`src/rtl/ucp_pkg.sv`:
```
// Shared types and constants for the UART command parser.
package ucp_pkg;

    localparam int BYTE_W   = 8;
    localparam int PARAM_W  = 2;
    localparam int MANT_W   = 24;
    localparam int FRAC_W   = 3;
    // mantissa * 10 + digit fits in four extra bits
    localparam int MANT_XW  = MANT_W + 4;

    typedef logic [BYTE_W-1:0]  t_byte;
    typedef logic [PARAM_W-1:0] t_param;
    typedef logic [MANT_W-1:0]  t_mant;
    typedef logic [MANT_XW-1:0] t_mant_wide;
    typedef logic [FRAC_W-1:0]  t_frac;

    // Parser state
    typedef enum logic [2:0] {
        MODE_IDLE  = 3'd0,
        MODE_READY = 3'd1,
        MODE_GET   = 3'd2,
        MODE_SET   = 3'd3,
        MODE_PARAM = 3'd4,
        MODE_VALUE = 3'd5
    } t_parse_mode;

    // Command kinds
    localparam logic KIND_GET = 1'b0;
    localparam logic KIND_SET = 1'b1;

    // Parameter codes
    localparam t_param PRM_T = 2'd0;
    localparam t_param PRM_C = 2'd1;
    localparam t_param PRM_H = 2'd2;
    localparam t_param PRM_V = 2'd3;
    localparam t_param PRM_P = 2'd0;
    localparam t_param PRM_I = 2'd1;
    localparam t_param PRM_D = 2'd2;

    // ASCII codes the parser reacts to
    localparam t_byte CH_HASH  = 8'h23;
    localparam t_byte CH_SEMI  = 8'h3B;
    localparam t_byte CH_G     = 8'h67;
    localparam t_byte CH_S     = 8'h73;
    localparam t_byte CH_P     = 8'h70;
    localparam t_byte CH_I     = 8'h69;
    localparam t_byte CH_D     = 8'h64;
    localparam t_byte CH_T     = 8'h74;
    localparam t_byte CH_C     = 8'h63;
    localparam t_byte CH_H     = 8'h68;
    localparam t_byte CH_V     = 8'h76;
    localparam t_byte CH_COMMA = 8'h2C;
    localparam t_byte CH_POINT = 8'h2E;
    localparam t_byte CH_ZERO  = 8'h30;
    localparam t_byte CH_NINE  = 8'h39;

    // Largest mantissa and fraction count that fit the result fields
    localparam t_mant_wide MANT_MAX = t_mant_wide'({MANT_W{1'b1}});
    localparam t_frac      FRAC_MAX = '1;

    // One parsed command
    typedef struct packed {
        logic   cmd_kind;
        t_param param_code;
        t_mant  value_mantissa;
        t_frac  frac_digits;
    } t_cmd;

endpackage

```
`src/rtl/ucp_byte_if.sv`:
```
// Received-byte channel: valid/ready handshake with one byte of payload.
interface ucp_byte_if;
    logic                 valid;
    logic                 ready;
    ucp_pkg::t_byte       byte_in;

    modport source (output valid, output byte_in, input ready);
    modport sink   (input valid, input byte_in, output ready);
endinterface

```
`src/rtl/ucp_cmd_if.sv`:
```
// Parsed-command channel: valid/ready handshake with the command fields.
interface ucp_cmd_if;
    logic                 valid;
    logic                 ready;
    logic                 cmd_kind;
    ucp_pkg::t_param      param_code;
    ucp_pkg::t_mant       value_mantissa;
    ucp_pkg::t_frac       frac_digits;

    modport source (output valid, output cmd_kind, output param_code,
                    output value_mantissa, output frac_digits, input ready);
    modport sink   (input valid, input cmd_kind, input param_code,
                    input value_mantissa, input frac_digits, output ready);
endinterface

```
`src/rtl/uart_command_parser_unit.sv`:
```
// UART command parser: byte-serial '#g?;' / '#s?<value>;' decoder.
//
//  channel  | dir | payload                                             | request
//  ---------+-----+-----------------------------------------------------+------------------
//  i_byte   | in  | byte_in[7:0]                                        | one received byte
//  o_cmd    | out | cmd_kind, param_code[1:0], value_mantissa[23:0],    | one parsed command
//           |     | frac_digits[2:0]                                    |
//
//  One byte per clock while i_byte.ready is high. The parser state updates at the edge
//  that takes the byte; a command closed by ';' is registered before it appears on o_cmd.
//  A two-entry output buffer (result register plus skid register) decouples the sides:
//  i_byte.ready drops only while both entries are full.
//  Reset (i_rst_n low, synchronous) returns the parser to idle and empties the buffer.
module uart_command_parser_unit #(
    parameter int MAX_CHARS = 7
) (
    input  logic       i_clk,
    input  logic       i_rst_n,
    ucp_byte_if.sink   i_byte,
    ucp_cmd_if.source  o_cmd
);
    import ucp_pkg::*;

    localparam int CW = $clog2(MAX_CHARS + 1);

    // Parser state
    t_parse_mode r_mode,         n_mode;
    t_param      r_param,        n_param;
    logic [CW-1:0] r_char_count, n_char_count;
    t_mant       r_mant,         n_mant;
    t_frac       r_frac,         n_frac;
    logic        r_point_seen,   n_point_seen;
    logic        r_num_ended,    n_num_ended;

    // Output buffer
    logic        r_out_valid,    n_out_valid;
    t_cmd        r_out,          n_out;
    logic        r_skid_valid,   n_skid_valid;
    t_cmd        r_skid,         n_skid;

    logic        in_fire;
    logic        emit;
    t_cmd        res;
    t_byte       b;
    logic        is_digit;
    logic        is_point;
    t_mant_wide  mant_next;

    assign b        = i_byte.byte_in;
    assign in_fire  = i_byte.valid && i_byte.ready;
    assign is_digit = (b >= CH_ZERO) && (b <= CH_NINE);
    assign is_point = (b == CH_POINT) || (b == CH_COMMA);
    // acc * 10 + digit; low nibble of an ASCII digit is its value
    assign mant_next = (t_mant_wide'(r_mant) << 3) + (t_mant_wide'(r_mant) << 1)
                     + t_mant_wide'(b[3:0]);

    // Next parser state and result for the byte on the input
    always_comb begin
        n_mode       = r_mode;
        n_param      = r_param;
        n_char_count = r_char_count;
        n_mant       = r_mant;
        n_frac       = r_frac;
        n_point_seen = r_point_seen;
        n_num_ended  = r_num_ended;
        emit         = 1'b0;
        res.cmd_kind       = KIND_GET;
        res.param_code     = r_param;
        res.value_mantissa = '0;
        res.frac_digits    = '0;

        if (b == CH_HASH) begin
            n_mode = MODE_READY;
        end else begin
            unique case (r_mode)
                MODE_READY: begin
                    if (b == CH_G)      n_mode = MODE_GET;
                    else if (b == CH_S) n_mode = MODE_SET;
                    else                n_mode = MODE_IDLE;
                end
                MODE_GET: begin
                    n_mode = MODE_PARAM;
                    if (b == CH_T)      n_param = PRM_T;
                    else if (b == CH_C) n_param = PRM_C;
                    else if (b == CH_H) n_param = PRM_H;
                    else if (b == CH_V) n_param = PRM_V;
                    else                n_mode  = MODE_IDLE;
                end
                MODE_SET: begin
                    if (b == CH_P || b == CH_I || b == CH_D) begin
                        n_mode       = MODE_VALUE;
                        n_param      = (b == CH_P) ? PRM_P : (b == CH_I) ? PRM_I : PRM_D;
                        n_char_count = '0;
                        n_mant       = '0;
                        n_frac       = '0;
                        n_point_seen = 1'b0;
                        n_num_ended  = 1'b0;
                    end else begin
                        n_mode = MODE_IDLE;
                    end
                end
                MODE_PARAM: begin
                    emit   = (b == CH_SEMI);
                    n_mode = MODE_IDLE;
                end
                MODE_VALUE: begin
                    if (is_digit || is_point) begin
                        // only the first MAX_CHARS characters count
                        if (r_char_count < CW'(MAX_CHARS)) begin
                            n_char_count = r_char_count + 1'b1;
                            if (!r_num_ended) begin
                                if (is_point) begin
                                    if (r_point_seen) n_num_ended  = 1'b1;
                                    else              n_point_seen = 1'b1;
                                end else if (mant_next > MANT_MAX ||
                                             (r_point_seen && r_frac == FRAC_MAX)) begin
                                    n_num_ended = 1'b1;
                                end else begin
                                    n_mant = mant_next[MANT_W-1:0];
                                    if (r_point_seen) n_frac = r_frac + 1'b1;
                                end
                            end
                        end
                    end else begin
                        emit               = (b == CH_SEMI);
                        res.cmd_kind       = KIND_SET;
                        res.value_mantissa = r_mant;
                        res.frac_digits    = r_frac;
                        n_mode             = MODE_IDLE;
                    end
                end
                default: n_mode = MODE_IDLE;
            endcase
        end
    end

    // Output buffer: result register in front, skid register behind it
    always_comb begin
        n_out_valid  = r_out_valid;
        n_out        = r_out;
        n_skid_valid = r_skid_valid;
        n_skid       = r_skid;
        if (r_out_valid && !o_cmd.ready) begin
            if (in_fire && emit) begin
                n_skid_valid = 1'b1;
                n_skid       = res;
            end
        end else if (r_skid_valid) begin
            n_out_valid  = 1'b1;
            n_out        = r_skid;
            n_skid_valid = in_fire && emit;
            n_skid       = res;
        end else begin
            n_out_valid = in_fire && emit;
            n_out       = res;
        end
    end

    // Parser state registers
    always_ff @(posedge i_clk) begin
        if (!i_rst_n) begin
            r_mode       <= MODE_IDLE;
            r_param      <= '0;
            r_char_count <= '0;
            r_mant       <= '0;
            r_frac       <= '0;
            r_point_seen <= 1'b0;
            r_num_ended  <= 1'b0;
        end else if (in_fire) begin
            r_mode       <= n_mode;
            r_param      <= n_param;
            r_char_count <= n_char_count;
            r_mant       <= n_mant;
            r_frac       <= n_frac;
            r_point_seen <= n_point_seen;
            r_num_ended  <= n_num_ended;
        end
    end

    // Buffer control
    always_ff @(posedge i_clk) begin
        if (!i_rst_n) begin
            r_out_valid  <= 1'b0;
            r_skid_valid <= 1'b0;
        end else begin
            r_out_valid  <= n_out_valid;
            r_skid_valid <= n_skid_valid;
        end
    end

    // Buffer payload
    always_ff @(posedge i_clk) begin
        r_out  <= n_out;
        r_skid <= n_skid;
    end

    assign i_byte.ready         = !r_skid_valid;
    assign o_cmd.valid          = r_out_valid;
    assign o_cmd.cmd_kind       = r_out.cmd_kind;
    assign o_cmd.param_code     = r_out.param_code;
    assign o_cmd.value_mantissa = r_out.value_mantissa;
    assign o_cmd.frac_digits    = r_out.frac_digits;

endmodule
```
`src/flat_wrapper.sv`:
```
// flat-port wrapper written by rule: the top's interface ports become plain ports
module uart_command_parser_unit_flat import ucp_pkg::*;
#(
    parameter int MAX_CHARS = 7
)
  (i_clk, i_rst_n, i_byte_valid, i_byte_byte_in, i_byte_ready, o_cmd_valid, o_cmd_cmd_kind, o_cmd_param_code, o_cmd_value_mantissa, o_cmd_frac_digits, o_cmd_ready);
  ucp_byte_if i_byte_i ();
  ucp_cmd_if o_cmd_i ();
  input  logic i_clk;
  input  logic i_rst_n;
  input wire logic [$bits(i_byte_i.valid)-1:0] i_byte_valid;
  input wire logic [$bits(i_byte_i.byte_in)-1:0] i_byte_byte_in;
  output wire logic [$bits(i_byte_i.ready)-1:0] i_byte_ready;
  output wire logic [$bits(o_cmd_i.valid)-1:0] o_cmd_valid;
  output wire logic [$bits(o_cmd_i.cmd_kind)-1:0] o_cmd_cmd_kind;
  output wire logic [$bits(o_cmd_i.param_code)-1:0] o_cmd_param_code;
  output wire logic [$bits(o_cmd_i.value_mantissa)-1:0] o_cmd_value_mantissa;
  output wire logic [$bits(o_cmd_i.frac_digits)-1:0] o_cmd_frac_digits;
  input wire logic [$bits(o_cmd_i.ready)-1:0] o_cmd_ready;
  assign i_byte_i.valid = i_byte_valid;
  assign i_byte_i.byte_in = i_byte_byte_in;
  assign i_byte_ready = i_byte_i.ready;
  assign o_cmd_valid = o_cmd_i.valid;
  assign o_cmd_cmd_kind = o_cmd_i.cmd_kind;
  assign o_cmd_param_code = o_cmd_i.param_code;
  assign o_cmd_value_mantissa = o_cmd_i.value_mantissa;
  assign o_cmd_frac_digits = o_cmd_i.frac_digits;
  assign o_cmd_i.ready = o_cmd_ready;
  uart_command_parser_unit #(.MAX_CHARS(MAX_CHARS)) u_core (.i_clk(i_clk), .i_rst_n(i_rst_n), .i_byte(i_byte_i), .o_cmd(o_cmd_i));
endmodule
```
`config.mk`:
```
export PLATFORM = sky130hd
export DESIGN_NAME = uart_command_parser_unit_flat
export DESIGN_NICKNAME = d
export VERILOG_FILES = /design/src/rtl/ucp_pkg.sv /design/src/rtl/ucp_byte_if.sv /design/src/rtl/ucp_cmd_if.sv /design/src/rtl/uart_command_parser_unit.sv /design/src/flat_wrapper.sv
export SDC_FILE = /design/constraint.sdc
export NUM_CORES = 1
export LEC_CHECK = 0
export BUFFER_PORTS_ARGS = -buffer_cell sky130_fd_sc_hd__buf_4
export CAP_MARGIN = 10
export CORE_AREA = 2 2 104 106
export DETAILED_ROUTE_END_ITERATION = 16
export DIE_AREA = 0 0 106 108
export PLACE_DENSITY_LB_ADDON = 0.1
export SLEW_MARGIN = 25
export SYNTH_ARGS = -nofsm -noshare
export SYNTH_HDL_FRONTEND = slang
export SYNTH_SLANG_ARGS = --single-unit
```
`constraint.sdc`:
```
create_clock -name i_clk -period 5.32 [get_ports i_clk]
set_clock_uncertainty 0.05 [all_clocks]
set_input_delay 0.532 -clock i_clk [delete_from_list [all_inputs] [get_ports i_clk]]
set_output_delay 0.532 -clock i_clk [all_outputs]
set_load 0.005 [all_outputs]
```
==> After elaboration in Yosys (flattened, before gate mapping) <==
Cells that the tools add are included.
{ "totals": {"register_bits": 99, "elab_cells": 144, "inputBits": 12} }
{ "classes": {"mux": 66, "n_eq_ne": 30, "n_reduce_logical": 22, "addsub": 4, "n_bitwise": 1, "order_cmp": 4} }
{ "ops": {"columns": ["op", "count"], "rows": [
  ["24-bit two-way mux", 6],
  ["30-bit two-way mux", 4],
  ["27-bit two-way mux", 3],
  ["8-bit by 7-bit == test with 1-bit output, second input constant", 9],
  ["3-bit two-way mux", 17],
  ["24-bit one-hot mux with 2 select lines", 1],
  ["8-bit by 6-bit == test with 1-bit output, second input constant", 4],
  ["27-bit by 25-bit adder with 28-bit output", 1],
  ["28-bit by 4-bit adder with 28-bit output", 1],
  ["28-bit by 24-bit greater-than comparator with 1-bit output, second input constant", 1],
  ["1-bit two-way mux", 20],
  ["2-bit two-way mux", 8],
  ["3-bit one-hot mux with 2 select lines", 2],
  ["3-bit one-hot mux with 4 select lines", 1],
  ["2-bit by 1-bit != test with 1-bit output, second input constant", 5],
  ["10-bit AND reduction", 1],
  ["3-bit == test, second input constant", 3],
  ["9-bit AND reduction", 1],
  ["8-bit by 6-bit greater-or-equal comparator with 1-bit output, second input constant", 1],
  ["8-bit by 6-bit <= comparator with 1-bit output, second input constant", 1],
  ["2-bit != test, second input constant", 4],
  ["8-bit AND reduction", 1],
  ["3-bit by 1-bit adder with 3-bit output, second input constant", 2],
  ["3-bit by 2-bit == test with 1-bit output, second input constant", 2],
  ["14 further kinds", 28]
]} }

==> Logic depth before layout (Yosys ltp) <==
Gate-level depths: netlist of run 1.
{ "depth": {"ltp_word": 10, "depth_mapped": 15, "depth_no_buf": 13} }

==> Least setup slack after synthesis of run 1 <==
No wires, ideal clock.
{ "synth_timing": {"path_kind": "input-to-reg", "from": "input i_byte_byte_in[0]", "to": "register u_core.r_skid[0] in the netlist's numbering (enable)", "n_path_buf": 1, "path_slack_ps": 1137, "path_stages": 6, "arrival_time_ps": 3674, "path_cell_list": "clkbuf_1 -> nand2_1 -> or3_1 -> nor3_1 -> nand2_1 -> o21ai_0"} }
{ "synth_between": {"elab_chain_len": 9, "word_cells_on_any_way": 15, "cone_classes": "order compare (2); eq/ne (5); mux (3); reduce/logical (5)"} }
{ "synth_lines": {"columns": ["element", "line_no", "text"], "rows": [
  ["start, declared", "flat_wrapper.sv:12", "input wire logic [$bits(i_byte_i.byte_in)-1:0] i_byte_byte_in;"],
  ["8-bit by 6-bit greater-or-equal comparator with 1-bit output, or another cell as far along", "uart_command_parser_unit.sv:51", "assign is_digit = (b >= CH_ZERO) && (b <= CH_NINE);"],
  ["1-bit logical AND or 1-bit logical OR (tied branches)", "uart_command_parser_unit.sv:51, uart_command_parser_unit.sv:52", null],
  ["1-bit logical OR", "uart_command_parser_unit.sv:107", "if (is_digit || is_point) begin"],
  ["1-bit two-way mux", "uart_command_parser_unit.sv:107", null],
  ["1-bit one-hot mux with 2 select lines", "uart_command_parser_unit.sv:75", "unique case (r_mode)"],
  ["1-bit two-way mux (*)", "uart_command_parser_unit.sv:72", "if (b == CH_HASH) begin"],
  ["1-bit logical AND (*)", "uart_command_parser_unit.sv:144", "if (in_fire && emit) begin"],
  ["2-bit != test (no source line) (*)", null, null],
  ["2-bit AND reduction (no source line) (*)", null, null],
  ["end signal, assigned", "uart_command_parser_unit.sv:194", "r_skid <= n_skid;"],
  ["end, declared", "uart_command_parser_unit.sv:39", "t_cmd r_skid, n_skid;"]
]} }
Every way passes the cells marked *; elsewhere a longest branch is shown, timed or not.
A chain may end at the register's enable or synchronous reset.

==> Final worst setup path of run 1 <==
{ "layout_timing": {"from": "input i_byte_byte_in[3]", "to": "register u_core.r_mant[4]"} }
{ "layout_between": {"elab_chain_len": 7, "word_cells_on_any_way": 28, "cone_classes": "add/sub (1); order compare (3); eq/ne (10); mux (6); bitwise (1); reduce/logical (7)"} }
{ "layout_lines": {"columns": ["element", "line_no", "text"], "rows": [
  ["parallel branches: the longest is 7 deep, another holds 28-bit by 4-bit adder with 28-bit output", null, null],
  ["end signal, assigned", "uart_command_parser_unit.sv:173", "r_mant <= n_mant;"],
  ["end, declared", "uart_command_parser_unit.sv:30", "t_mant r_mant, n_mant;"]
]} }
Several ways; the timed one is not identified. The select of a mux whose other input is x is not followed.

==> results of run 1 <==
sequential cells by signal, summed over array words and instances, names as in the netlist, 2 cells and up:
name                         flops
u_core.o_cmd.frac_digits         3
u_core.o_cmd.param_code          2
u_core.o_cmd.value_mantissa     24
u_core.r_char_count              3
u_core.r_frac                    3
u_core.r_mant                   24
u_core.r_mode                    3
u_core.r_param                   2
u_core.r_skid                   30
worst max path at each step:
stage                              endpoint  slack, ns  cells after the start
after global placement    u_core.r_mant[13]       0.81                     14
after CTS                  u_core.r_mant[4]       1.04                     14
final                      u_core.r_mant[4]       1.10                     14
after global routing      u_core.r_mant[16]       0.72                     14
after detailed placement   u_core.r_mant[4]       0.68                     14
after floorplan            u_core.r_skid[0]       1.14                      6
routing by layer:
layer / GRT usage / vias up
li1: - / 2199
met5: 0 / -
met2: 0.373 / 105
met4: 0.0865 / 0
met1: 0.307 / 2103
met3: 0.0350 / 17
worst register-to-register path, cell delays in order (launching register included):
cell and delay, ns:
dfxtp_1 0.36, inv_1 0.08, fa_1 0.51, inv_1 0.07, fa_1 0.47, a211oi_1 0.31, o211ai_1 0.14, a21boi_0 0.38
o211ai_1 0.18, a32o_2 0.26, nor2_2 0.20, nand4_4 0.15, a21oi_4 0.66, o22ai_1 0.21
power groups by stage:
stage	Sequential, mW	Clock [mW]	Combinational [mW]
floorplan	0.821	0	0.0247
global placement	0.822	0	0.0350
detailed placement	0.822	0	0.0356
CTS	0.804	0.596	0.0357
global route	0.804	0.623	0.0404
finish	0.804	0.587	0.0361
per-stage QoR:
step / cells / worst slack [ns]
floorplan: 573 / 1.14
global route: 743 / 0.719
finish: 743 / 1.10
detailed placement: 727 / 0.682
global placement: 727 / 0.810
CTS: 743 / 1.04
kinds of logic after synthesis:
family / Yosys count / synth area share
simple gates: 188 / 0.167
flops: 99 / 0.433
xor+xnor: 22 / 0.0323
mux: 32 / 0.0599
fa+ha+maj: 52 / 0.112
buf+inv: 49 / 0.0373
compound gates: 131 / 0.159
Yosys cell counts (all sizes together) (10+ instances only):
| cell type | instances | area share |
|---|---|---|
| and2 | 27 | 0.029 |
| nor3 | 12 | 0.010 |
| dfxtp | 39 | 0.13 |
| a21o | 10 | 0.013 |
| xnor2 | 14 | 0.021 |
| o22ai | 25 | 0.036 |
| nor2 | 29 | 0.019 |
| nand3 | 18 | 0.015 |
| o21ai | 18 | 0.016 |
| ha | 50 | 0.10 |
| mux2 | 30 | 0.057 |
| buf | 10 | 0.013 |
| clkbuf | 18 | 0.011 |
| nand2 | 56 | 0.035 |
| inv | 20 | 0.013 |
| a21oi | 40 | 0.036 |
| edfxtp | 60 | 0.30 |
final cells by class:
class                      instances  area, sq um  share of cell area
clock buffer                      12          145              0.0220
clock inverter                     4         98.8              0.0150
inverter                          21         78.8              0.0119
multi-input combinational        425         3180               0.481
sequential                        99         2580               0.392
tap                              136          170              0.0258
timing repair buffer              46          345              0.0524
==> flow_metrics.env, run 1 <==
export IMPL_grt_usage=0.227
export IMPL_hold_start="i_byte_valid"
export IMPL_final_common_cell="edfxtp_1"
export IMPL_wl_um=12200
export IMPL_slowest_delay_ns=0.66
export IMPL_route_met2_wl_um=5750
export IMPL_fin_util=0.645
export IMPL_ios=44
export IMPL_cts_tree="done"
export IMPL_syn_inst=573
export IMPL_required_ns=5.49
export IMPL_grt_pass1_wl_um=20700
export IMPL_route_layer_met1_wl_um=5800
export IMPL_synth_area_sq_um=5970
export IMPL_grt_max_degree=37
export IMPL_max_freq_ghz=0.237
export IMPL_pwr_share_comb=0.025
export IMPL_min_period_ns=4.22
export IMPL_synth_warnings=0
export IMPL_antenna_found_initial=0
export IMPL_hold_path_endpoint="u_core.r_skid_valid"
export IMPL_p_int_mw=1.14
export IMPL_ctsHoldBuffers=0
export IMPL_async_reset_ff_frac=0
export IMPL_critPathBufInv=3
export IMPL_p_total_mw=1.43
export IMPL_mostFrequentLayoutCells="edfxtp_1 (60), nand2_1 (56), ha_1 (50), buf_4 (46), dfxtp_1 (39)"
export IMPL_grt_setup_unrepaired="no"
export IMPL_postPlaceCellArea_sq_um=6350
export IMPL_die_area_sq_um=11400
export IMPL_drt_first_iter_violations=279
export IMPL_dr_pass1_iters=5
export IMPL_wl_met3_um=418
export IMPL_switching_share=0.199
export IMPL_cts_clk_slew_worst_paths_ns=0.09
export IMPL_power_leakage_nw=2.74
export IMPL_core_region_area_sq_um=10200
export IMPL_vdd_ir_drop_max_v=0.000145
export IMPL_holdCritPathClass="input port to flip-flop"
export IMPL_diodes=0
export IMPL_powerDensity_nw_per_um2=216
export IMPL_maxCapViolCount=0
export IMPL_cts_root_buf="clkbuf_8"
export IMPL_holdPathStages=3
export IMPL_r2r_slack_ns=1.15
export IMPL_period_share=0.794
export IMPL_path_class="input port to flip-flop"
export IMPL_p_seq_frac=0.563
export IMPL_die_h_um=108
export IMPL_areaGrowthSynthToFinish_pct=10.5
export IMPL_cts_resized=0
export IMPL_drc=0
export IMPL_wire_per_inst_um=16.4
export IMPL_ff2ff_path_depth=13
export IMPL_ant_nets=0
export IMPL_hpwl_um=8630
export IMPL_synth_seq_cells=99
export IMPL_avgSynthCellArea_sq_um=10.4
export IMPL_dr_max_layer_used="met4"
export IMPL_grt_pass1_vias=4214
export IMPL_critical_path_cell_chain="buf_4 > inv_1 > fa_1 > inv_1 > fa_1 > a211oi_1 > o211ai_1 > a21boi_0 > o211ai_1 > a32o_2 > nor2_2 > nand4_4 > a21oi_4 > o22ai_1"
export IMPL_finalSetupTns_ns=0
export IMPL_reg2reg_to="u_core.r_mant[4]"
export IMPL_crit_fanout=23
export IMPL_p_switching_mw=0.283
export IMPL_nets=666
export IMPL_p_clk_frac=0.411
export IMPL_die_x_um=106
export IMPL_synth_fp_nets=637
export IMPL_overflow=0
export IMPL_drive_gt1_frac=0.198
export IMPL_ys_types=68
export IMPL_start_util=0.583
export IMPL_vias=4424
export IMPL_clock_path_buffers=2
export IMPL_io_buffers=43
export IMPL_synth_edff_count=60
export IMPL_crit_path_start="i_byte_byte_in[3]"
export IMPL_slew_violations=0
export IMPL_slowest_stage="a21oi_4"
export IMPL_fin_area_sq_um=6600
export IMPL_synthFlopType="edfxtp_1"
export IMPL_cp_start_kind="input port"
export IMPL_hold_ws_ns=0.423
export IMPL_worst_setup_path_end_kind="flip-flop"
export IMPL_cp_arrival_ns=4.39
export IMPL_finalSetupViolCount=0
export IMPL_finalHoldViolCount=0
export IMPL_timing_rr_start="u_core.r_mant[0]"
export IMPL_numCtsBuffers=9
export IMPL_critPathTopFamily="compound AO/OA/AOI/OAI gates"
export IMPL_clock_latency_ns=0.37
export IMPL_clkSinkCount=99
export IMPL_cts_htree_levels=3
export IMPL_fillCellCount=846
export IMPL_outcome="finished, final reports clean"
export IMPL_ys_seq_area_frac=0.433
export IMPL_maxSlewHeadroom=0.387
export IMPL_tightestPinTransition_ns=0.920
export IMPL_avgViaCountPerCell=5.95
export IMPL_cts_setup_buffers=0
export IMPL_place_gp_congestion=0.948
export IMPL_rows=37
No activity file was read; power rests on OpenSTA's default activity.
==> run 2, diff against run 1 <==
==> constraint.sdc (replaced) <==
create_clock -name i_clk -period 4.14 [get_ports i_clk]
set_clock_uncertainty 0.05 [all_clocks]
set_input_delay 0.414 -clock i_clk [delete_from_list [all_inputs] [get_ports i_clk]]
set_output_delay 0.414 -clock i_clk [all_outputs]
set_load 0.005 [all_outputs]
==> run 2 against run 1 <==
  * Global-route usage down 0.23 points
  * Critical path depth unchanged
  * Clock-buffer cell count unchanged
  * Non-clock buffer count up 5
  * Largest power group unchanged
==> flow_metrics.env, run 2 (synthesis gave the netlist of run 1 again) <==
export IMPL_outcome="finished, final reports clean"
export IMPL_powerDensity_nw_per_um2=257
export IMPL_cts_root_buf="clkbuf_8"
export IMPL_maxCapViolCount=0
export IMPL_cts_setup_buffers=0
export IMPL_die_h_um=108
export IMPL_power_leakage_nw=2.74
export IMPL_vias=4404
export IMPL_slowest_delay_ns=0.51
export IMPL_drive_gt1_frac=0.203
export IMPL_switching_share=0.207
export IMPL_worst_setup_path_end_kind="flip-flop"
export IMPL_die_x_um=106
export IMPL_finalHoldViolCount=0
export IMPL_r2r_slack_ns=0.36
export IMPL_multi_input_area_sq_um=3180
export IMPL_seq_area_sq_um=2580
export IMPL_min_period_ns=3.78
export IMPL_largest_register_ff_count=30
export IMPL_clock_path_buffers=2
export IMPL_critical_path_cell_chain="inv_1 > fa_1 > inv_1 > fa_1 > a211oi_1 > o211ai_1 > a21boi_0 > o211ai_1 > a32o_2 > nor2_2 > and3_2 > nand4_4 > buf_4 > o22ai_1"
export IMPL_place_gp_congestion=0.940
export IMPL_path_class="flip-flop to flip-flop"
export IMPL_die_area_sq_um=11400
export IMPL_ctsHoldBuffers=0
export IMPL_wl_um=12300
export IMPL_p_switching_mw=0.352
export IMPL_postPlaceCellArea_sq_um=6410
export IMPL_rows=37
export IMPL_grt_pass1_wl_um=20600
export IMPL_fillCellCount=795
export IMPL_cts_clk_slew_worst_paths_ns=0.09
export IMPL_hold_path_endpoint="u_core.r_skid_valid"
export IMPL_tightestPinTransition_ns=0.916
export IMPL_avgViaCountPerCell=5.89
export IMPL_grt_pass1_vias=4226
export IMPL_period_share=0.914
export IMPL_p_clk_frac=0.364
export IMPL_final_common_cell="edfxtp_1"
export IMPL_grt_max_degree=37
export IMPL_core_region_area_sq_um=10200
export IMPL_clock_latency_ns=0.36
export IMPL_clkSinkCount=99
export IMPL_slew_violations=0
export IMPL_areaGrowthSynthToFinish_pct=10.6
export IMPL_largest_register="u_core.r_skid"
export IMPL_timing_rr_start="u_core.r_mant[0]"
export IMPL_overflow=0
export IMPL_cp_arrival_ns=4.02
export IMPL_start_util=0.583
export IMPL_holdPathStages=3
export IMPL_grt_setup_unrepaired="no"
export IMPL_ant_nets=0
export IMPL_hold_start="i_byte_valid"
export IMPL_max_freq_ghz=0.264
export IMPL_holdCritPathClass="input port to flip-flop"
export IMPL_cts_resized=0
export IMPL_crit_fanout=11
export IMPL_fin_area_sq_um=6600
export IMPL_slowest_stage="fa_1"
export IMPL_dr_pass1_iters=5
export IMPL_ff2ff_path_depth=14
export IMPL_grt_usage=0.225
export IMPL_wire_per_inst_um=16.4
export IMPL_drt_first_iter_violations=176
export IMPL_io_buffers=43
export IMPL_pwr_share_comb=0.028
export IMPL_numCtsBuffers=9
export IMPL_antenna_found_initial=0
export IMPL_drc=0
export IMPL_ios=44
export IMPL_cts_htree_levels=3
export IMPL_p_int_mw=1.35
export IMPL_maxSlewHeadroom=0.389
export IMPL_vdd_ir_drop_max_v=0.000145
export IMPL_nets=671
export IMPL_finalSetupTns_ns=0
export IMPL_cp_start_kind="flip-flop"
export IMPL_mostFrequentLayoutCells="edfxtp_1 (60), nand2_1 (56), ha_1 (50), buf_4 (50), dfxtp_1 (39)"
export IMPL_finalSetupViolCount=0
export IMPL_cts_tree="done"
export IMPL_required_ns=4.38
export IMPL_reg2reg_to="u_core.r_mant[16]"
export IMPL_hpwl_um=8880
export IMPL_p_seq_frac=0.609
export IMPL_diodes=0
==> run 2: critical path, delay by kind of cell, from the launching register on <==
family | cells | cell delay [ns]
AOI/OAI and AO/OA | 6 | 1.31
adders and majority gates | 2 | 0.99
buffers and inverters | 3 | 0.40
and+or+nand+nor | 3 | 0.62
DFF | 1 | 0.36
==> run 2: metrics by stage <==
step / power, mW / hold WS (ns) / util / std cells / setup slack, ns
2_1_floorplan: 1.09 / 0.376 / - / 573 / 0.0749
3_3_place_gp: 1.10 / 0.401 / 0.626 / 732 / 0.313
3_5_place_dp: 1.10 / 0.407 / 0.626 / 732 / 0.201
4_1_cts: 1.71 / 0.279 / 0.645 / 748 / 0.370
5_1_grt: 1.75 / 0.319 / 0.645 / 748 / 0.0597
6_report: 1.70 / 0.305 / 0.645 / 748 / 0.355
==> run 2: how the worst max path moves through the flow <==
| stage | start | endpoint | cells past startpoint |
|---|---|---|---|
| finish | u_core.r_mant[0] | u_core.r_mant[16] | 14 |
| global route | u_core.r_mant[0] | u_core.r_mant[3] | 14 |
| CTS | u_core.r_mant[0] | u_core.r_mant[16] | 14 |
| detailed placement | i_byte_byte_in[3] | u_core.r_mant[16] | 15 |
| global placement | i_byte_byte_in[3] | u_core.r_mant[3] | 15 |
| floorplan | i_byte_byte_in[0] | u_core.r_skid[0] | 6 |
==> run 2: layout make-up <==
cell class	instances	share of cell area
Timing Repair Buffer	51	0.0599
Tap cell	136	0.0258
Sequential cell	99	0.391
Multi-Input combinational cell	425	0.482
Inverter	21	0.0119
Clock inverter	4	0.00758
Clock buffer	12	0.0220
==> run 2: metal layers <==
metal,vias to the layer above,routed length [um],GRT usage
met3,12,456,0.0356
met2,92,5740,0.368
met4,0,131,0.0602
met1,2098,5950,0.314
li1,2202,-,-
met5,-,0,0
==> run 2: power groups by stage <==
stage                     Sequential [mW]  Combinational (mW)  Clock, mW
after floorplan                      1.05              0.0317          0
after global placement               1.06              0.0462          0
after detailed placement             1.06              0.0465          0
after CTS                            1.03              0.0468      0.635
after global routing                 1.03              0.0526      0.667
final                                1.03              0.0467      0.617
